### config.mk
export PLATFORM = sky130hd
export DESIGN_NAME = polu_cell
export DESIGN_NICKNAME = d
export VERILOG_FILES = /design/src/positional_ordered_list_unit_defines.svh /design/src/polu_pkg.sv /design/src/polu_cell.sv
export SDC_FILE = /design/constraint.sdc
export NUM_CORES = 1
export LEC_CHECK = 0
export BUFFER_PORTS_ARGS = -buffer_cell sky130_fd_sc_hd__buf_2
export CAP_MARGIN = 20
export CORE_MARGIN = 4
export CORE_UTILIZATION = 44
export DETAILED_ROUTE_END_ITERATION = 8
export HOLD_SLACK_MARGIN = 0.12
export PLACE_DENSITY = 0.86
export SYNTH_ARGS = -nofsm -noshare
export SYNTH_HDL_FRONTEND = slang
export SYNTH_SLANG_ARGS = --single-unit
### constraint.sdc
create_clock -name clk -period 8.1 [get_ports clk]
set_clock_uncertainty 0.2 [all_clocks]
set_input_delay 1.62 -clock clk [delete_from_list [all_inputs] [get_ports clk]]
set_output_delay 1.62 -clock clk [all_outputs]
set_load 0.01 [all_outputs]
### src/positional_ordered_list_unit_defines.svh
// assertion macros for the ordered list unit
`ifndef POSITIONAL_ORDERED_LIST_UNIT_DEFINES_SVH
`define POSITIONAL_ORDERED_LIST_UNIT_DEFINES_SVH

// same-cycle implication
`define POLU_ASSERT_NOW(label, ante, cons) \
	label: assert property (@(posedge clk) disable iff (!arst_n) (ante) |-> (cons)) \
		else $error("list unit assertion failed");

// next-cycle implication
`define POLU_ASSERT_NEXT(label, ante, cons) \
	label: assert property (@(posedge clk) disable iff (!arst_n) (ante) |=> (cons)) \
		else $error("list unit assertion failed");

`endif

### src/polu_pkg.sv
`default_nettype none

package polu_pkg;

	localparam int ACTION_W = 3;
	localparam int VALUE_W  = 32;
	localparam int POS_W    = 8;
	localparam int STATUS_W = 2;
	localparam int IN_W     = 48;

	localparam logic [ACTION_W-1:0] ACT_INS_FRONT = 3'd0;
	localparam logic [ACTION_W-1:0] ACT_INS_BACK  = 3'd1;
	localparam logic [ACTION_W-1:0] ACT_INS_AT    = 3'd2;
	localparam logic [ACTION_W-1:0] ACT_DEL_FRONT = 3'd3;
	localparam logic [ACTION_W-1:0] ACT_DEL_BACK  = 3'd4;
	localparam logic [ACTION_W-1:0] ACT_DEL_AT    = 3'd5;
	localparam logic [ACTION_W-1:0] ACT_SEARCH    = 3'd6;

	localparam logic [STATUS_W-1:0] ST_OK     = 2'd0;
	localparam logic [STATUS_W-1:0] ST_BADPOS = 2'd1;
	localparam logic [STATUS_W-1:0] ST_FULL   = 2'd2;
	localparam logic [STATUS_W-1:0] ST_EMPTY  = 2'd3;

	typedef struct packed {
		logic ins;
		logic del;
		logic srch;
	} polu_cmd_t;

endpackage

`default_nettype wire

### src/polu_cell.sv
`default_nettype none

module polu_cell import polu_pkg::*; #(
	parameter int INDEX = 0,
	parameter int IDX_W = 6,
	parameter int CNT_W = 7
) (
	input  wire logic                      clk,
	input  wire polu_cmd_t                 cmd,
	input  wire logic        [IDX_W-1:0]   idx,
	input  wire logic        [CNT_W-1:0]   count,
	input  wire logic signed [VALUE_W-1:0] key,
	input  wire logic signed [VALUE_W-1:0] left,
	input  wire logic signed [VALUE_W-1:0] right,
	output logic signed [VALUE_W-1:0]      value,
	output logic                           match
);

	localparam logic [IDX_W-1:0] MY_IDX = IDX_W'(INDEX);
	localparam logic [CNT_W-1:0] MY_CNT = CNT_W'(INDEX);

	logic signed [VALUE_W-1:0] value_q;
	logic                      match_q;

	always_ff @(posedge clk) begin
		if (cmd.ins) begin
			if (MY_IDX == idx) begin
				value_q <= key;
			end else if (MY_IDX > idx) begin
				value_q <= left;
			end
		end else if (cmd.del) begin
			if (MY_IDX >= idx) begin
				value_q <= right;
			end
		end
		if (cmd.srch) begin
			match_q <= (MY_CNT < count) && (value_q == key);
		end
	end

	assign value = value_q;
	assign match = match_q;

endmodule

`default_nettype wire

==> results of run 1 <==
## path summary, 6_finish.rpt
kind,cells after the start,start,end
setup / recovery,4,idx[5],value[4]
hold / removal,3,value[30],match
setup reg to reg,4,value[29],match
hold reg to reg,3,value[30],match
## cell families (layout without fill, tap and decap cells)
family | Yosys count | count (layout)
buf+inv | 10 | 153
compound gates | 33 | 33
xor+xnor | 32 | 32
flops | 33 | 33
simple gates | 49 | 49
mux | 32 | 32
## layout by cell type, fill, tap and decap left out
cell type	instances
clkbuf_1	3
clkbuf_8	5
nor4_1	8
nand4_1	2
nor4_2	1
a2111oi_2	1
nand2_2	1
mux2i_1	32
edfxtp_1	33
nand3_1	1
nor2_1	34
buf_2	145
xor2_1	28
xnor2_1	4
a21oi_1	32
nor2_4	1
nor3_1	1
## critical path, delay by kind of cell
kind,cells,cell delay [ns]
buf+inv,1,0.10
simple gates,3,1.87
## per-stage QoR
step	cell area (um2)	hold slack, ns
6_report	2870	0.531
5_1_grt	2870	0.557
4_1_cts	2870	0.534
3_5_place_dp	2790	0.521
3_3_place_gp	2790	0.506
2_1_floorplan	2050	0.543
## where the power goes
part | internal (W) | switching (W) | total, W
logic | 0.0000346 | 0.0000297 | 0.0000642
clock network | 0.0000610 | 0.0000549 | 0.000116
registers | 0.000191 | 0.00000101 | 0.000192
total | 0.000287 | 0.0000855 | 0.000372
## routing by layer
layer	track usage	wire (um)
met4	0.0435	36
met3	0.0520	460
met5	0	0
met2	0.348	2810
met1	0.185	2050
## final cells by class
| class | count | area (um2) |
|---|---|---|
| fillers | 383 | 1580 |
| well taps | 52 | 65.1 |
| multi-input cells | 146 | 1010 |
| repair buffers | 145 | 726 |
| clock buffers | 8 | 80.1 |
| flip-flops and latches | 33 | 991 |
## registers in the layout (all words and copies together), names as in the netlist
name / cells
match: 1
value: 32
==> metrics.txt, run 1 <==
largest net degree at the start of global routing between 60 and 70; simple-gate portion of the synthesized area 0.109; # DRC 0; Final Hold Fails 0; fin nets 444; Clock Latency Late Sink 0.28 ns; status completed; commonest cells in the netlist 35 x nor2_1, 33 x edfxtp_1, 32 x a21oi_1, 32 x mux2i_1, 28 x xor2_1; synthesis-to-layout area growth 39.8%; fin crit share 0.483; crit path kind input pin to register; CP Cell Sequence buf_2 -> nor4_2 -> nand2_2 -> nor2_4; ys async rst share 0; number of I/O pins around 150; Mapped Area 2050 um2; Power, Total between 0.0003 and 0.0004 W; CTS Root Cell clkbuf_8; max-slew violations 0; Die Y 76.3 um; routability cong. 0.718; Layout Cells excl Fill approximately 380; DRT Wirelength around 5.4 mm; diodes inserted 0; CP endpoint kind register; CTS Buf Count 5; Seq/Total Area, Yosys 0.483; maximum buffer depth of the clock tree 2; Distinct cells, synth 17; initial antenna violation count 0; post-CTS setup buffer count 0; cells after synthesis between 150 and 200; clock-pin slew on the worst setup and hold paths 0.06 ns; Yosys reg bits 33; CP max stage delay 0.96 ns; die width 76.3 um; post-synthesis adder-cell area fraction 0; R2R setup slack 6.21 ns; fraction of layout cells with a size suffix above 1 0.464; GRT Util Overall 0.179; Hold Buf Count CTS 0; final worst path period need between 3 and 4 ns; Synth top area share 0.483; pwr dens between 100 and 150 nW/um2; post-CTS resize count 0; WL/cell around 14 um; worst vdd ir 0.0000770 V; Synth Area in Compound Gates 0.0854; Top FF cell, synth edfxtp_1; Final setup viols 0; Synth area leader edfxtp_1; Least-Margin Pin Slew approximately 1.0 ns; # rows 24; worst path required time roughly 7.8 ns; syn_area_per_cell around 11 um2; Starting Density 0.461; synth top area cells edfxtp_1 48%, mux2i_1 16%, xor2_1 12%; number of synthesized flops with an enable pin 33; TritonCTS clock tree built; worst hold-check path type register to register; Final Util 0.645; CORE AREA 4440 um2; max_cap viols 0; clk sink count 33; ANT nets after route 0; Vias roughly 1900; H-tree depth 2; RSZ-0062 raised after global routing false; largest family of logic cells by synthesized area multiplexers; Port Buffers between 100 and 150; CP max stage cell nor2_4; GRT overflow 0; startpoint types input pin; dpl ws 3.83 ns; starting DRC count in detailed routing 80; syn_nets 302; crit path max fanout 33; Setup WS post-layout between 4 and 5 ns; area share of xor/xnor cells in the synthesized design 0.137; top-count cell post-synth nor2_1; mux share of post-synthesis cell area 0.156; setup TNS 0 ns; vias in the first global route between 1500 and 2000; Worst EP arrival 3.62 ns; number of instances in the placed design ~380; vias per cell 4.99; Pre-antenna DRT Iters 4; die area between 5000 and 6000 um2; LEAKAGE about 1.5 nW; Slew HR 0.300; post-DP HPWL ~4.3 mm; Fmax approximately 260 MHz; first-pass GRT wire length between 8 and 9 mm; synthesis warning total 0
Note: power is estimated with default switching activity, not from simulation.
==> run 2: changes to the inputs <==
--- a/config.mk
+++ b/config.mk
@@ -5,13 +5,14 @@
 export SDC_FILE = /design/constraint.sdc
 export NUM_CORES = 1
 export LEC_CHECK = 0
+export ABC_AREA = 1
 export BUFFER_PORTS_ARGS = -buffer_cell sky130_fd_sc_hd__buf_2
 export CAP_MARGIN = 20
 export CORE_MARGIN = 4
-export CORE_UTILIZATION = 44
+export CORE_UTILIZATION = 40
 export DETAILED_ROUTE_END_ITERATION = 8
 export HOLD_SLACK_MARGIN = 0.12
-export PLACE_DENSITY = 0.86
+export PLACE_DENSITY = 0.79
 export SYNTH_ARGS = -nofsm -noshare
 export SYNTH_HDL_FRONTEND = slang
 export SYNTH_SLANG_ARGS = --single-unit
==> constraint.sdc (replaced) <==
create_clock -name clk -period 3.4 [get_ports clk]
set_clock_uncertainty 0.2 [all_clocks]
set_input_delay 0.68 -clock clk [delete_from_list [all_inputs] [get_ports clk]]
set_output_delay 0.68 -clock clk [all_outputs]
set_load 0.01 [all_outputs]
==> run 2 against run 1 <==
- core utilization decreased by 8.9 points
- global-route usage grew 0.54 points
- sequential power grew 140%
- sequential cell count stayed put
- power rose to 2.5 times the previous value
- clock power grew 140%
- critical path type unchanged
- largest cell class unchanged
- highest routed layer unchanged
==> metrics.txt, run 2 <==
status completed; max-slew violations 0; Clock Latency Late Sink between 0.2 and 0.3 ns; starting DRC count in detailed routing about 170; H-tree depth 2; first-pass GRT wire length around 11 mm; routability cong. between 0.8 and 0.9; number of flip-flops under the largest register name 32; CP endpoint kind register; Starting Density 0.411; crit path kind input pin to register; Mapped Area 2430 um2; Least-Margin Pin Slew 0.513 ns; crit path max fanout 35; CTS Root Cell clkbuf_8; commonest cells in the netlist 81 x nand2_1, 37 x inv_1, 34 x nor2_1; vias in the first global route about 2400; DRT Wirelength between 6 and 7 mm; worst path required time roughly 3.2 ns; R2R setup slack roughly 2.0 ns; final worst path period need ~2.2 ns; CORE AREA roughly 5900 um2; number of I/O pins roughly 150; fin crit share 0.646; GRT Util Overall 0.184; largest net degree at the start of global routing 36; Port Buffers about 150; fin nets 559; number of synthesized flops with an enable pin 33; clk sink count 33; ANT nets after route 0; syn_area_per_cell ~8.0 um2; clock-pin slew on the worst setup and hold paths about 0.07 ns; CTS Buf Count 5; Seq/Total Area, Yosys 0.407; initial antenna violation count 0; diodes inserted 0; WL/cell 13.4 um; ys async rst share 0; post-DP HPWL ~5.6 mm; Fillers roughly 570; most frequent cells in the layout 145 x buf_2, 81 x nand2_1, 37 x inv_1; Yosys reg bits 33; Synth top area share 0.407; Synth area leader edfxtp_1; Setup WS post-layout ~1.2 ns; worst hold-check path type input pin to register; top-count cell post-synth nand2_1; synth top area cells edfxtp_1 41%, nand2_1 13%, o211ai_2 9.8%; synthesis-to-layout area growth 35.5%; die area ~7400 um2; Final setup viols 0; hold slack about 0.40 ns; Distinct cells, synth 19; post-CTS setup buffer count 0; reg2reg start value[10]; post-CTS resize count 0; Die Y 86.0 um; FF+latch area 991 um2; Worst R2R Path Depth 7; multi-input logic area 1220 um2; Slew HR 0.658; Vias 2545; hold path cells 1; Fmax approximately 460 MHz; Hold Buf Count CTS 0; TritonCTS clock tree built; Pre-antenna DRT Iters 4; maximum buffer depth of the clock tree 2; cells after synthesis about 300; worst vdd ir between 0.00015 and 0.0002 V; most common cell after layout, fill and taps aside buf_2; GRT overflow 0; dpl ws 0.905 ns; vias per cell between 4 and 5; pwr dens ~280 nW/um2; die width between 80 and 90 um; fraction of layout cells with a size suffix above 1 0.405; Final Hold Fails 0; synthesis warning total 0; worst hold start cmd[0]; # DRC 0; RR Endpoint match; worst hold endpoint match; Worst EP arrival between 2 and 2.5 ns; max_cap viols 0; syn_nets ~420; RSZ-0062 raised after global routing false; setup TNS 0 ns; startpoint types input pin; Top FF cell, synth edfxtp_1; LEAKAGE approximately 1.6 nW; # rows 28
-- run 2: cell count changes in the layout (fill, tap and decap cells not counted), moves of 19 or more --
cell / previous run / this run
nand2_1: 0 / 81
inv_1: 0 / 37
mux2i_1: 32 / 0
xor2_1: 28 / 0
o211ai_2: 0 / 19
o21a_1: 0 / 19
-- run 2: logic make-up after synthesis --
group,synth area share
compound gates,0.220
simple gates,0.239
xor+xnor,0.0396
buf+inv,0.0936
flops,0.407
-- run 2: area by class of cell --
class                      instances  share of cell area
inverter                          37              0.0421
tap                               75              0.0285
multi-input combinational        218               0.371
clock buffer                       8              0.0243
sequential                        33               0.301
timing repair buffer             151               0.234
-- run 2: critical path, cell delays in order --
cell and delay [ns]:
buf_2 0.10, nor2_2 0.10, buf_4 0.21, nand3_4 0.24
buf_4 0.36, nand2_1 0.14, o211ai_2 0.08, o21a_1 0.12
-- run 2: metal layers --
metal	vias up	wire length, um	part of all wire	global-route usage
li1	1294	-	-	-
met1	1161	2620	0.38	0.212
met2	85	3830	0.55	0.345
met3	5	459	0.066	0.0346
met4	0	57	0.0082	0.0475
met5	-	0	0	0
-- run 2: how the worst max path moves through the flow --
stage	endpoint	start
final	value[13]	idx[3]
after global routing	value[25]	idx[3]
after CTS	value[13]	idx[3]
after detailed placement	value[13]	idx[3]
after global placement	value[17]	idx[5]
after floorplan	value[0]	idx[1]
-- run 2: where the power goes --
group	internal [W]	switching, W
combinational	0.0000969	0.0000964
clock	0.000146	0.000138
sequential	0.000455	0.00000248
-- run 2: metrics by stage --
step / instances / total power [W] / instance area, um2 / util
2_1_floorplan: 303 / 0.000569 / 2430 / -
3_5_place_dp: 514 / 0.000661 / 3220 / 0.543
6_report: 522 / 0.000935 / 3300 / 0.557
4_1_cts: 522 / 0.000948 / 3300 / 0.557
3_3_place_gp: 514 / 0.000655 / 3220 / 0.543
5_1_grt: 522 / 0.000992 / 3300 / 0.557
==> run 3: changes to the inputs <==
==> constraint.sdc (replaced) <==
create_clock -name clk -period 1.8 [get_ports clk]
set_clock_uncertainty 0.2 [all_clocks]
set_input_delay 0.36 -clock clk [delete_from_list [all_inputs] [get_ports clk]]
set_output_delay 0.36 -clock clk [all_outputs]
set_load 0.01 [all_outputs]
==> run 3 against run 2 <==
- register-to-register slack worse by 1.6 ns
- wire length is 2.3% higher
- largest cell class unchanged
- count of clock-buffer cells in the layout is 3 lower
==> metrics.txt, run 3 (synthesis gave the netlist of run 2 again) <==
die width between 80 and 90 um; routed wl met3 a little under 500 um; max_cap viols 0; setup TNS 0 ns; metal2 WL 3.66 mm; post-CTS setup buffer count 0; maximum buffer depth of the clock tree 2; clock-pin slew on the worst setup and hold paths around 0.080 ns; clk sink count 33; worst vdd ir around 0.00046 V; Final Hold Fails 0; Least-Margin Pin Slew between 0.4 and 0.5 ns; LEAKAGE ~1.7 nW; number of instances in the placed design around 520; Fmax 695 MHz; initial antenna violation count 0; fraction of layout cells with a size suffix above 1 0.416; fin crit share 0.800; number of I/O pins 146; Vias between 2000 and 3000; post-DP HPWL between 5 and 6 mm; Top Layer Used met4; max-slew violations 0; Port Buffers roughly 150; CTS Root Cell clkbuf_8; crit path kind register to output pin; RSZ-0062 raised after global routing false; R2R setup slack about 0.38 ns; # DRC 0; Die Y ~86 um; worst hold-check path type input pin to register; Power, Total 0.00208 W; CP endpoint kind output pin; WL/cell between 10 and 15 um; die area about 7400 um2; Buf+Inv Stages, Crit Path 1; diodes inserted 0; CTS Buf Count 5; Worst EP arrival slightly below 0.9 ns; worst path required time 1.24 ns; Pre-antenna DRT Iters 4; startpoint types register; Final Util 0.583; vias per cell 4.88; status completed; largest net degree at the start of global routing 41; Starting Density 0.411; final worst path period need about 1.4 ns; cell family with most CP delay flip-flops; CP max stage cell edfxtp_1; most common cell after layout, fill and taps aside buf_2; CP Cell Sequence buf_2; synthesis-to-layout area growth 42.0%; GRT Util Overall 0.187; ANT nets after route 0; vias in the first global route ~2500; crit path max fanout 2; Slew HR 0.729; DRT Wirelength 7.13 mm; met1 wire length 2.83 mm; routability cong. about 0.85; fin nets 564; starting DRC count in detailed routing roughly 160; # rows 28; pwr dens between 600 and 700 nW/um2; Layout Cells excl Fill around 530; CORE AREA about 6000 um2; CP max stage delay around 0.43 ns; most frequent cells in the layout 145 x buf_2, 81 x nand2_1, 37 x inv_1; TritonCTS clock tree built; Final setup viols 0; Clock Latency Late Sink around 0.28 ns; first-pass GRT wire length about 11 mm; H-tree depth 2; GRT overflow 0; number of flip-flops under the largest register name 32
## run 3: changes by cell type in the layout (fill, tap and decap cells not counted)
cell           previous run  this run
nor2_2                    3         0
dlygate4sd3_1             0         1
clkinv_2                  0         1
buf_12                    0         4
clkbuf_1                  3         0
nor2_4                    1         4
bufinv_16                 0         2
## run 3: power breakdown
part	switching, W	internal (W)	leakage [nW]
sequential	0.00000482	0.000860	0.309
clock	0.000283	0.000550	0.0681
combinational	0.000188	0.000193	1.33
## run 3: through the flow
step / area (um2) / worst slack, ns / hold slack [ns]
final: 3450 / 0.360 / 0.146
after global routing: 3450 / 0.220 / 0.131
after CTS: 3450 / 0.345 / 0.138
after detailed placement: 3310 / 0.0483 / 0.363
after global placement: 3310 / 0.103 / 0.359
after floorplan: 2460 / -0.0917 / 0.272
## run 3: final timing paths
| check | startpoint | endpoint | cells past startpoint |
|---|---|---|---|
| setup / recovery | value[8] | value[8] | 1 |
| hold / removal | right[0] | value[0] | 2 |
| setup reg to reg | value[30] | match | 7 |
| hold reg to reg | value[17] | match | 5 |
## run 3: repair_timing
item / 4_1_cts / 5_1_grt
hold buffers: 1 / 0
resized for setup: 0 / 0
hold endpoints to repair: 1 / 0
## run 3: layout make-up
type | instances | area [um2]
clock buffer | 5 | 68.8
sequential | 33 | 991
inverter | 37 | 139
fill | 572 | 2470
tap | 75 | 93.8
clock inverter | 3 | 65.1
timing repair buffer | 156 | 861
multi-input combinational | 218 | 1240
## run 3: per-layer routing
metal / track usage / vias up
met2: 0.338 / 93
met5: 0 / -
met4: 0.0647 / 0
met1: 0.223 / 1157
met3: 0.0327 / 13
li1: - / 1310
