## src/positional_ordered_list_unit_defines.svh

```systemverilog
// assertion macros for the ordered list unit
`ifndef POSITIONAL_ORDERED_LIST_UNIT_DEFINES_SVH
`define POSITIONAL_ORDERED_LIST_UNIT_DEFINES_SVH

// same-cycle implication
`define POLU_ASSERT_NOW(label, ante, cons) \
	label: assert property (@(posedge clk) disable iff (!arst_n) (ante) |-> (cons)) \
		else $error("list unit assertion failed");

// next-cycle implication
`define POLU_ASSERT_NEXT(label, ante, cons) \
	label: assert property (@(posedge clk) disable iff (!arst_n) (ante) |=> (cons)) \
		else $error("list unit assertion failed");

`endif

```

## src/polu_out_queue.sv

```systemverilog
`default_nettype none

module polu_out_queue #(
	parameter int W = 10
) (
	input  wire logic         clk,
	input  wire logic         arst_n,
	input  wire logic         push,
	input  wire logic [W-1:0] push_data,
	output logic              full,
	output logic              out_valid,
	input  wire logic         out_ready,
	output logic [W-1:0]      out_data
);

	logic [W-1:0] slot_q [2];
	logic         rd_q;
	logic         wr_q;
	logic [1:0]   cnt_q;
	logic         pop;

	assign pop       = out_valid && out_ready;
	assign full      = (cnt_q == 2'd2);
	assign out_valid = (cnt_q != 2'd0);
	assign out_data  = slot_q[rd_q];

	always_ff @(posedge clk) begin
		if (push) begin
			slot_q[wr_q] <= push_data;
		end
	end

	always_ff @(posedge clk or negedge arst_n) begin
		if (!arst_n) begin
			rd_q  <= 1'b0;
			wr_q  <= 1'b0;
			cnt_q <= 2'd0;
		end else begin
			if (push) begin
				wr_q <= ~wr_q;
			end
			if (pop) begin
				rd_q <= ~rd_q;
			end
			cnt_q <= cnt_q + {1'b0, push} - {1'b0, pop};
		end
	end

endmodule

`default_nettype wire

```

## config.mk

```make
export PLATFORM = sky130hd
export DESIGN_NAME = polu_out_queue
export DESIGN_NICKNAME = d
export VERILOG_FILES = /design/src/positional_ordered_list_unit_defines.svh /design/src/polu_out_queue.sv
export SDC_FILE = /design/constraint.sdc
export NUM_CORES = 1
export LEC_CHECK = 0
export BUFFER_PORTS_ARGS = -buffer_cell sky130_fd_sc_hd__buf_2
export CORE_UTILIZATION = 53
export DETAILED_ROUTE_END_ITERATION = 12
export HOLD_SLACK_MARGIN = 0.05
export PLACE_DENSITY = 0.81
export RECOVER_POWER = 100
export SYNTH_ARGS = -nofsm -noshare
export SYNTH_HDL_FRONTEND = slang
export SYNTH_SLANG_ARGS = --single-unit
export TNS_END_PERCENT = 50
```

## constraint.sdc

```tcl
create_clock -name clk -period 2.1 [get_ports clk]
set_input_delay 0.21 -clock clk [delete_from_list [all_inputs] [get_ports clk]]
set_output_delay 0.21 -clock clk [all_outputs]
set_load 0.02 [all_outputs]
```

==> qor.txt, run 1 <==
====================================================================================================
Worst min path class                                                                          in2reg
Cell count of the worst reg-to-reg path                                                            6
Final Skew                                                                                   4.94 ps
Family with the most delay on the worst path                                              flip-flops
Buffer levels on the longest clock path                                                            2
Count of unique library cells instantiated by Yosys                                               13
Total number of yosys warnings                                                                     0
Critical path buffers and inverters                                                                1
Layout Utilization                                                                             66.1%
Min Tclk post-route                                                                          1750 ps
Most area-hungry cell type in the Yosys netlist                                             edfxtp_1
Worst slew margin                                                                              55.7%
Total GRT Usage                                                                                13.7%
I/O pin count                                                                                     26
Maximum fanout along the worst path                                                               11
Insertion delay to the later sink of the worst-skew pair                                      320 ps
Leading post-synthesis cells by cell area                                               edfxtp_1, mux2_4, dfrtp_1
Mapped Avg Cell Area                                                                        20.0 µm²
WL per Instance                                                                              12.7 µm
Kind of critical path                                                                        reg2out
Number of filler cells placed in the layout                                                      138
Final cell area excluding filler cells                                                      1130 µm²
Number of antenna violations at the first check in global routing                                  0
Remaining routing DRC violations                                                                   0
Via count of the first global-routing pass                                                       487
Die Footprint                                                                               1980 µm²
Vert. Die Dim                                                                                44.5 µm
Total of buffers placed on input and output ports                                                 25
Terminus of the critical flop-to-flop path                                                  cnt_q[1]
Maximum number of pins on one net before global-route repair                                      15
Standard cell core area                                                                     1710 µm²
Slowest stage cell, crit path                                                                dfrtp_1
Worst IR Drop VDD                                                                             979 µV
Slowest stage delay, CP                                                                       650 ps
H-tree Lvls                                                                                        1
Type of element launching the critical path                                                     flop
Endpoint class of the critical path                                                     primary output
Buffer cell driving the clock tree root                                                     clkbuf_4
Total negative slack                                                                            0 ps
Fmax                                                                                         572 MHz
Clock-pin slew reported for the worst setup and hold paths after clock tree synthesis         130 ps
Number of buffers created by CTS                                                                   3
Die Wd                                                                                       44.5 µm
Post-DP Area                                                                                1110 µm²
GR Overflow Total                                                                                  0
Share of synthesized area occupied by flip-flops and latches                                   73.1%
Effective utilization at floorplan                                                             56.1%
Post-detailed-routing wire length                                                            1310 µm
Final slew viol count                                                                              0
Number of hold-slack violations in the final timing report                                         0
Leakage power                                                                               0.439 nW
Syn_nets                                                                                          64
Hold path endpoint                                                                      slot_q[1][4]
Hold Path Stages                                                                                   1
Most instantiated library cell after synthesis                                              edfxtp_1
Antenna Nets Post-Route                                                                            0
Ratio of final minimum period to clock period                                                  83.2%
First-pass GRT wire length                                                                   1840 µm
Area Growth Syn to Fin                                                                         17.8%
Ratio of routed vias to standard cells                                                          4.91
Setup repair after global routing missed its margin                                               no
Final GP Congestion                                                                            0.669
Fraction of layout cells with a size suffix above 1                                            32.1%
CTS tree                                                                                       built
Antenna diode count                                                                                0
Cells traversed along the worst timing path                                             mux2_2 -> clkbuf_1
MaxCap Viol Count                                                                                  0
HPWL Detailed                                                                                 886 µm
Clk sinks                                                                                         24
Post-Synthesis Cells                                                                              48
Post-synth top area share                                                                      62.7%
Number of nets in the finished design                                                             95
Status                                                                                  complete, no violations
Count of final setup violators                                                                     0
Most used standard cells in the synthesized netlist                                     edfxtp_1, mux2_4, dfrtp_1
Transition time of the tightest slew-check pin                                                664 ps
Main synth FF type                                                                          edfxtp_1
Number of synthesized register bits                                                               24
Required time at the worst-slack endpoint                                                    1890 ps
Worst EP arrival                                                                             1540 ps
Row count                                                                                         15
First-pass DRT Iterations                                                                          4
Netlist area before placement                                                                958 µm²
Post CTS Setup Buffer Count                                                                        0
Reg-to-reg setup timing slack                                                                 580 ps
Post-synth EDFFs                                                                                  20
Power density normalized to cell area                                                    1370 nW/µm²
Reg-to-Reg Start                                                                            cnt_q[1]
Violation count after the first detailed-routing iteration                                         4
Min-Delay Startpoint                                                                    push_data[4]
Count of vias placed by the detailed router                                                      506
Post-synthesis async set-or-reset flop share                                                   16.7%
====================================================================================================
-- repair_timing --
action | CTS | global route
hold endpoints to repair | 4 | 0
hold buffers | 1 | 0
resized for setup | 0 | 0
-- power by group --
group	switching [mW]	internal, mW	leakage (nW)	total [mW]
Combinational	0.282	0.204	0.177	0.486
Clock	0.136	0.193	0.0279	0.329
Sequential	0.0858	0.646	0.234	0.732
Total	0.504	1.04	0.439	1.55
-- routing by layer --
layer  up-vias  global-route usage [%]  wire length [µm]  share of wire, %
li1        234                       -                 -                 -
met1       249                    13.9               524                40
met2        20                    25.3               693                53
met3         3                    3.67                69               5.3
met4         0                    7.27                19               1.5
met5         -                       0                 0                 0
-- how the worst max path moves through the flow --
stage                  start          end  slack [ps]  depth (start not counted)
finish                  rd_q  out_data[9]         350                          2
global placement        rd_q  out_data[9]         580                          2
floorplan           cnt_q[0]     cnt_q[1]         680                          6
CTS                     rd_q  out_data[9]         220                          2
global route            rd_q  out_data[9]         280                          2
detailed placement  cnt_q[1]     cnt_q[1]         600                          6
-- kinds of logic (layout without fill, tap and decap cells) --
| kind of cell | after synthesis | in the layout | share of synthesized area, % |
|---|---|---|---|
| compound gates | 1 | 1 | 0.784 |
| xor+xnor | 4 | 4 | 3.66 |
| fa+ha+maj | 2 | 2 | 2.61 |
| buf+inv | 3 | 33 | 1.96 |
| flops | 24 | 24 | 73.1 |
| mux | 10 | 10 | 15.3 |
| simple gates | 4 | 4 | 2.61 |
-- cell usage in the layout (no fill, tap or decap) --
master	count
and2_0	1
bufinv_16	1
ha_1	2
xor2_1	2
mux2_1	9
edfxtp_1	20
mux2_2	1
clkbuf_4	3
clkbuf_1	7
dfrtp_1	4
inv_1	2
or2_2	1
xnor2_1	2
o21a_1	1
nor2b_1	2
buf_2	19
dlygate4sd3_1	1
-- layout make-up --
type	instances	area, µm²	area share [%]
multi-input combinational	21	205	18.2
tap	25	31.3	2.77
inverter	2	7.51	0.665
timing repair buffer	27	131	11.6
clock buffer	3	22.5	2.00
clock inverter	1	30.0	2.66
sequential	24	701	62.1
-- flip-flops by register name (all words and copies together), names as in the netlist --
register,flops
cnt_q,2
rd_q,1
slot_q,20
wr_q,1
-- through the flow --
stage	instances	setup slack, ps	power, mW	hold WS [ps]
floorplan	48	684	1.18	-85.6
global placement	98	581	1.31	20.8
detailed placement	98	599	1.33	22.8
CTS	103	221	1.66	65.3
global route	103	277	1.62	58.5
finish	103	353	1.55	68.9
No activity file was read; power rests on OpenSTA's default activity.
==> inputs of run 2 (changes only) <==
Settings changed: CORE_UTILIZATION 53 to 45, PLACE_DENSITY 0.81 to 0.73.
Clock period 2.1 ns to 1.5 ns, I/O delays scaled along.
==> run 2 against run 1 <==
  * Clock skew decreased by 3.6 ps
  * Flip-flop and latch count stayed put
  * First-iteration DRC count did not move
  * Global-route usage grew 0.55 points
  * Non-clock buffer count rose by 18
  * Via count increased by 10%
  * Sequential share of layout area decreased by 11 points
  * Register-to-register slack worse by 560 ps
  * Count of clock-buffer cells in the layout increased by 1
  * Worst hold slack better by 120 ps
  * Cell count up 19%
  * Core utilization up 3.4 points
  * Critical endpoint is now cnt_q[1]
  * Largest power group is now combinational logic
  * Highest routed layer unchanged
==> qor.txt, run 2 (synthesized netlist as in run 1, its figures left out) <==
====================================================================================================
Footprint of the multi-input gates                                                           253 µm²   +23%
Clk sinks                                                                                         24   unchanged
Number of nets in the finished design                                                            113   +19%
Area Growth Syn to Fin                                                                         43.7%
Fmax                                                                                         675 MHz
Regs by FF count                                                                        slot_q: 20 flops, cnt_q: 2 flops
Ratio of routed vias to standard cells                                                          4.53   -7.8%
Register with the highest flop count                                                          slot_q
HPWL Detailed                                                                                 950 µm   +7.3%
Fraction of layout cells with a size suffix above 1                                            41.7%   +9.6 points
Area taken by flip-flops and latches                                                         701 µm²   unchanged
Clock share of power                                                                           13.1%   -8.2 points
Worst EP arrival                                                                             1680 ps   +140 ps
Final slew viol count                                                                              0   unchanged
I/O pin count                                                                                     26   unchanged
Global-route met2 utilization                                                                  25.6%   +0.31 points
Total of buffers placed on input and output ports                                                 25   unchanged
Slowest stage delay, CP                                                                       430 ps   -220 ps
Number of hold-slack violations in the final timing report                                         0   unchanged
Buffer levels on the longest clock path                                                            2   unchanged
Effective utilization at floorplan                                                             48.4%   -7.8 points
Most common cell after layout, fill and taps aside                                          edfxtp_1
Standard cell core area                                                                     1980 µm²   +16%
Total GRT Usage                                                                                14.3%   +0.55 points
Min Tclk post-route                                                                          1480 ps
Clock-pin slew reported for the worst setup and hold paths after clock tree synthesis         120 ps   about the same
Antenna Nets Post-Route                                                                            0   unchanged
Final Skew                                                                                   1.34 ps   -3.60 ps
Met1 GRT Util                                                                                  14.1%   +0.22 points
Worst IR Drop VDD                                                                            1330 µV   +35%
Maximum number of pins on one net before global-route repair                                      14   -1
Internal power                                                                               1.70 mW   +63%
H-tree Lvls                                                                                        1   unchanged
MaxCap Viol Count                                                                                  0   unchanged
Buffer cell driving the clock tree root                                                     clkbuf_4
Count of vias placed by the detailed router                                                      557   +10%
Setup repair after global routing missed its margin                                              yes
WL per Instance                                                                              12.5 µm   -1.5%
Antenna diode count                                                                                0   unchanged
Placed insts                                                                                     103   +5.1%
Type of element launching the critical path                                                     flop
Status                                                                                  complete, no violations
GR Overflow Total                                                                                  0   unchanged
Die Wd                                                                                       48.2 µm   +8.1%
Insertion delay to the later sink of the worst-skew pair                                      300 ps   -20 ps
Worst slew margin                                                                              85.2%   +29 points
Die Footprint                                                                               2320 µm²   +17%
Remaining routing DRC violations                                                                   0   unchanged
Kind of critical path                                                                        reg2reg
Post-DP Area                                                                                1140 µm²   +2.3%
Transition time of the tightest slew-check pin                                                222 ps   -442 ps
Power density normalized to cell area                                                    1810 nW/µm²   +32%
Endpoint class of the critical path                                                             flop
Post-detailed-routing wire length                                                            1540 µm   +18%
Violation count after the first detailed-routing iteration                                         4   unchanged
Net switching power                                                                           788 µW   +56%
Total negative slack                                                                            0 ps   unchanged
CTS tree                                                                                       built
Layer with the highest usage                                                                    met2
Cells traversed along the worst timing path                                             o21a_1 -> ha_1 -> inv_1 -> ha_2 -> xnor2_2 -> xnor2_1
Required time at the worst-slack endpoint                                                    1700 ps   -190 ps
Leakage power                                                                               0.570 nW   +30%
Final GP Congestion                                                                            0.678   +1.3%
Critical path buffers and inverters                                                                1   unchanged
Number of antenna violations at the first check in global routing                                  0   unchanged
Family with the most delay on the worst path                                             adder cells
Final cell area excluding filler cells                                                      1380 µm²   +22%
Number of cells in the finished layout apart from fillers                                        123   +19%
Slowest stage cell, crit path                                                                dfrtp_1
Register share of total power                                                                  39.1%   -8.2 points
Worst min path class                                                                        in2async
GR met3 Demand/Resource                                                                        4.44%   +0.77 points
Row count                                                                                         16   +1
Via count of the first global-routing pass                                                       514   +5.5%
First-pass DRT Iterations                                                                          2   -2
First-pass GRT wire length                                                                   2120 µm   +15%
Combinational share of power                                                                   47.8%   +16 points
Sw frac                                                                                        31.6%   -0.94 points
Largest register FFs                                                                              20   unchanged
Maximum fanout along the worst path                                                                3   -8
Ratio of final minimum period to clock period                                                  98.8%
Number of buffers created by CTS                                                                   3   unchanged
Number of filler cells placed in the layout                                                      141   +2.2%
Count of final setup violators                                                                     0   unchanged
Commonest non-fill, non-tap cells in the layout                                         edfxtp_1, dlygate4sd3_1, mux2_4, clkbuf_1, buf_6
Vert. Die Dim                                                                                48.2 µm   +8.1%
====================================================================================================
[run 2: worst register-to-register path, cell delays in order (launching register included)]
cell and delay, ps:
dfrtp_1 430, o21a_1 220, ha_1 280, inv_1 40, ha_2 170, xnor2_2 130
xnor2_1 120
[run 2: power groups by stage]
| stage | Clock [mW] | Sequential (mW) | Combinational, mW |
|---|---|---|---|
| finish | 0.326 | 0.974 | 1.19 |
| CTS | 0.331 | 0.968 | 0.993 |
| global route | 0.361 | 0.985 | 1.28 |
| floorplan | 0 | 0.975 | 0.679 |
| detailed placement | 0 | 0.989 | 0.922 |
| global placement | 0 | 0.976 | 0.903 |
[run 2: final cells by class]
| cell class | count | area share [%] |
|---|---|---|
| flip-flops and latches | 24 | 50.9 |
| clock buffers | 4 | 2.63 |
| well taps | 27 | 2.45 |
| inverters | 2 | 0.545 |
| repair buffers | 45 | 25.2 |
| multi-input cells | 21 | 18.3 |
[run 2: what timing repair did]
item / 4_1_cts / 5_1_grt
hold buffers: 12 / 0
pin swaps: 2 / 4
setup buffers: 2 / 2
gates resized for setup: 1 / 19
hold endpoints to repair: 25 / 0
setup endpoints to repair: 2 / 10
[run 2: per-layer routing]
layer	share of wire, %	vias up
li1	-	272
met1	37	265
met2	57	16
met3	3.4	4
met4	2.2	0
met5	0	-
[run 2: final timing paths]
check	from	to	slack, ps	depth (start not counted)
setup / recovery	cnt_q[0]	cnt_q[1]	20	6
hold / removal	arst_n	cnt_q[0]	190	2
setup reg to reg	cnt_q[0]	cnt_q[1]	20	6
hold reg to reg	wr_q	wr_q	510	1
max in group asynchronous	arst_n	rd_q	1130	2
min in group clk	out_ready	cnt_q[1]	360	4
[run 2: stage by stage]
stage | util (%) | power [mW] | worst slack [ps] | hold WS (ps)
after detailed placement | 57.3 | 1.91 | 11.3 | -40.1
after CTS | 66.2 | 2.29 | -3.07 | 153
after floorplan | - | 1.65 | 84.0 | -146
after global routing | 69.5 | 2.62 | -43.8 | 209
after global placement | 57.3 | 1.88 | 69.8 | -39.1
final | 69.5 | 2.49 | 17.5 | 189
==> inputs of run 3 (changes only) <==
Settings changed: SETUP_SLACK_MARGIN set to 0.05.
==> run 3 against run 2 <==
  * Sequential share of layout area down 0.23 points
  * Clock power about the same
  * Power increased by 1.8%
  * Via count increased by 0.54%
  * Combinational power is 4% higher
  * Wire length grew 1.7%
  * Critical endpoint unchanged
  * Maximum frequency grew 0.86%
  * Sequential power about the same
  * Worst hold slack got worse by 130 ps
  * Critical path type unchanged
  * Clock skew about the same
  * Core utilization is 0.32 points higher
  * Die area is the same
==> qor.txt, run 3 (synthesized netlist as in run 1, its figures left out) <==
====================================================================================================
GR Overflow Total                                                                                  0   unchanged
Antenna Nets Post-Route                                                                            0   unchanged
Type of element launching the critical path                                                     flop
Final slew viol count                                                                              0   unchanged
Vert. Die Dim                                                                                48.2 µm   unchanged
Required time at the worst-slack endpoint                                                    1700 ps   about the same
Endpoint class of the critical path                                                             flop
Standard cell core area                                                                     1980 µm²   unchanged
Die Footprint                                                                               2320 µm²   unchanged
Worst min path class                                                                          in2reg
Number of cells in the finished layout apart from fillers                                        123   unchanged
Area Growth Syn to Fin                                                                         44.4%
Ratio of final minimum period to clock period                                                  98.0%   -0.84 points
Effective utilization at floorplan                                                             48.4%   unchanged
Power density normalized to cell area                                                    1830 nW/µm²   +1.4%
Status                                                                                  complete, no violations
Total of buffers placed on input and output ports                                                 25   unchanged
I/O pin count                                                                                     26   unchanged
Remaining routing DRC violations                                                                   0   unchanged
Count of final setup violators                                                                     0   unchanged
Total negative slack                                                                            0 ps   unchanged
Post-DP Area                                                                                1140 µm²   unchanged
First-pass GRT wire length                                                                   2310 µm   +9.1%
Count of vias placed by the detailed router                                                      560   +0.54%
Regs by FF count                                                                        slot_q: 20 flops, cnt_q: 2 flops
Clk sinks                                                                                         24   unchanged
CTS tree                                                                                       built
Insertion delay to the later sink of the worst-skew pair                                      300 ps   about the same
Number of nets in the finished design                                                            113   unchanged
Total GRT Usage                                                                                15.6%   +1.4 points
Number of hold-slack violations in the final timing report                                         0   unchanged
Final Skew                                                                                   1.61 ps   +0.278 ps
Worst EP arrival                                                                             1670 ps   about the same
Layout Utilization                                                                             69.8%   +0.32 points
First-pass DRT Iterations                                                                          4   +2
Setup repair after global routing missed its margin                                              yes
Via count of the first global-routing pass                                                       546   +6.2%
WL per Instance                                                                              12.7 µm   +1.7%
Clock-pin slew reported for the worst setup and hold paths after clock tree synthesis         120 ps   about the same
Buffer cell driving the clock tree root                                                     clkbuf_4
Fraction of layout cells with a size suffix above 1                                            40.6%   -1.0 points
Register with the highest flop count                                                          slot_q
Maximum fanout along the worst path                                                                3   unchanged
Antenna diode count                                                                                0   unchanged
Placed insts                                                                                     103   unchanged
Crit path setup slack, layout                                                                30.1 ps   +12.6 ps
Min Tclk post-route                                                                          1470 ps   -12.6 ps
Final GP Congestion                                                                            0.678   unchanged
Row count                                                                                         16   unchanged
Most common cell after layout, fill and taps aside                                          edfxtp_1
PnR Total Power                                                                              2.54 mW   +1.8%
Fmax                                                                                         680 MHz   +0.86%
Worst IR Drop VDD                                                                            1210 µV   -8.4%
Transition time of the tightest slew-check pin                                                599 ps   +377 ps
Minimum hold slack                                                                           56.5 ps   -133 ps
Number of buffers created by CTS                                                                   3   unchanged
Cells traversed along the worst timing path                                             o21a_1 -> ha_1 -> inv_1 -> ha_2 -> xnor2_2 -> xnor2_1
Kind of critical path                                                                        reg2reg
MaxCap Viol Count                                                                                  0   unchanged
Largest register FFs                                                                              20   unchanged
Number of antenna violations at the first check in global routing                                  0   unchanged
Ratio of routed vias to standard cells                                                          4.55   +0.54%
HPWL Detailed                                                                                 950 µm   unchanged
Worst slew margin                                                                              60.1%   -25 points
Post-detailed-routing wire length                                                            1560 µm   +1.7%
Commonest non-fill, non-tap cells in the layout                                         edfxtp_1, clkbuf_1, buf_6
H-tree Lvls                                                                                        1   unchanged
Number of filler cells placed in the layout                                                      140   -0.71%
Final cell area excluding filler cells                                                      1380 µm²   +0.45%
Violation count after the first detailed-routing iteration                                         6   +2
Maximum number of pins on one net before global-route repair                                      14   unchanged
Die Wd                                                                                       48.2 µm   unchanged
Buffer levels on the longest clock path                                                            2   unchanged
Slowest stage cell, crit path                                                                dfrtp_1
Slowest stage delay, CP                                                                       420 ps   about the same
Worst slack, placed                                                                          11.3 ps   unchanged
Leakage power                                                                               0.568 nW   -0.34%
====================================================================================================
run 3: cell count changes in the layout (fill, tap and decap cells not counted):
cell / delta
buf_2: -1
buf_4: -2
buf_6: +3
clkbuf_1: +2
clkbuf_2: -1
dlygate4sd3_1: -1
run 3: path summary, 6_finish.rpt:
| path | start | end | depth (start not counted) | slack [ps] |
|---|---|---|---|---|
| max | cnt_q[0] | cnt_q[1] | 6 | 30 |
| min | push | wr_q | 2 | 60 |
| max reg2reg | cnt_q[0] | cnt_q[1] | 6 | 30 |
| min reg2reg | wr_q | wr_q | 1 | 500 |
| max in group asynchronous | arst_n | cnt_q[1] | 2 | 1140 |
| min in group asynchronous | arst_n | cnt_q[0] | 2 | 180 |
run 3: what timing repair did:
| action | CTS | global route |
|---|---|---|
| pin swaps | 4 | 4 |
| setup endpoints to repair | 11 | 12 |
| hold buffers | 11 | 0 |
| resized for setup | 20 | 5 |
| setup buffers | 2 | 3 |
| hold endpoints to repair | 24 | 0 |
run 3: area by class of cell:
| cell class | count | area, µm² | share of cell area (%) |
|---|---|---|---|
| flip-flops and latches | 24 | 701 | 50.6 |
| multi-input cells | 21 | 253 | 18.3 |
| clock buffers | 4 | 36.3 | 2.62 |
| well taps | 27 | 33.8 | 2.44 |
| repair buffers | 45 | 353 | 25.5 |
| inverters | 2 | 7.51 | 0.542 |
run 3: worst max-delay path: cells and delay by family, from the launching register on:
kind	cells	cell delay, ps
adders and majority gates	2	440
AOI/OAI and AO/OA	1	210
DFF	1	420
xor gates and xnor gates	2	250
buffers and inverters	1	40
run 3: report_power, final:
part / total (mW) / internal, mW / switching [mW]
clock: 0.327 / 0.148 / 0.179
combinational: 1.24 / 0.685 / 0.551
sequential: 0.973 / 0.906 / 0.0673
run 3: metal layers:
metal / part of all wire [%] / routed length, µm / up-vias / GRT usage (%)
li1: - / - / 272 / -
met2: 56 / 875 / 16 / 28.8
met1: 38 / 598 / 268 / 15.3
met4: 2.4 / 37 / 0 / 8.89
met3: 3.3 / 51 / 4 / 4.44
met5: 0 / 0 / - / 0
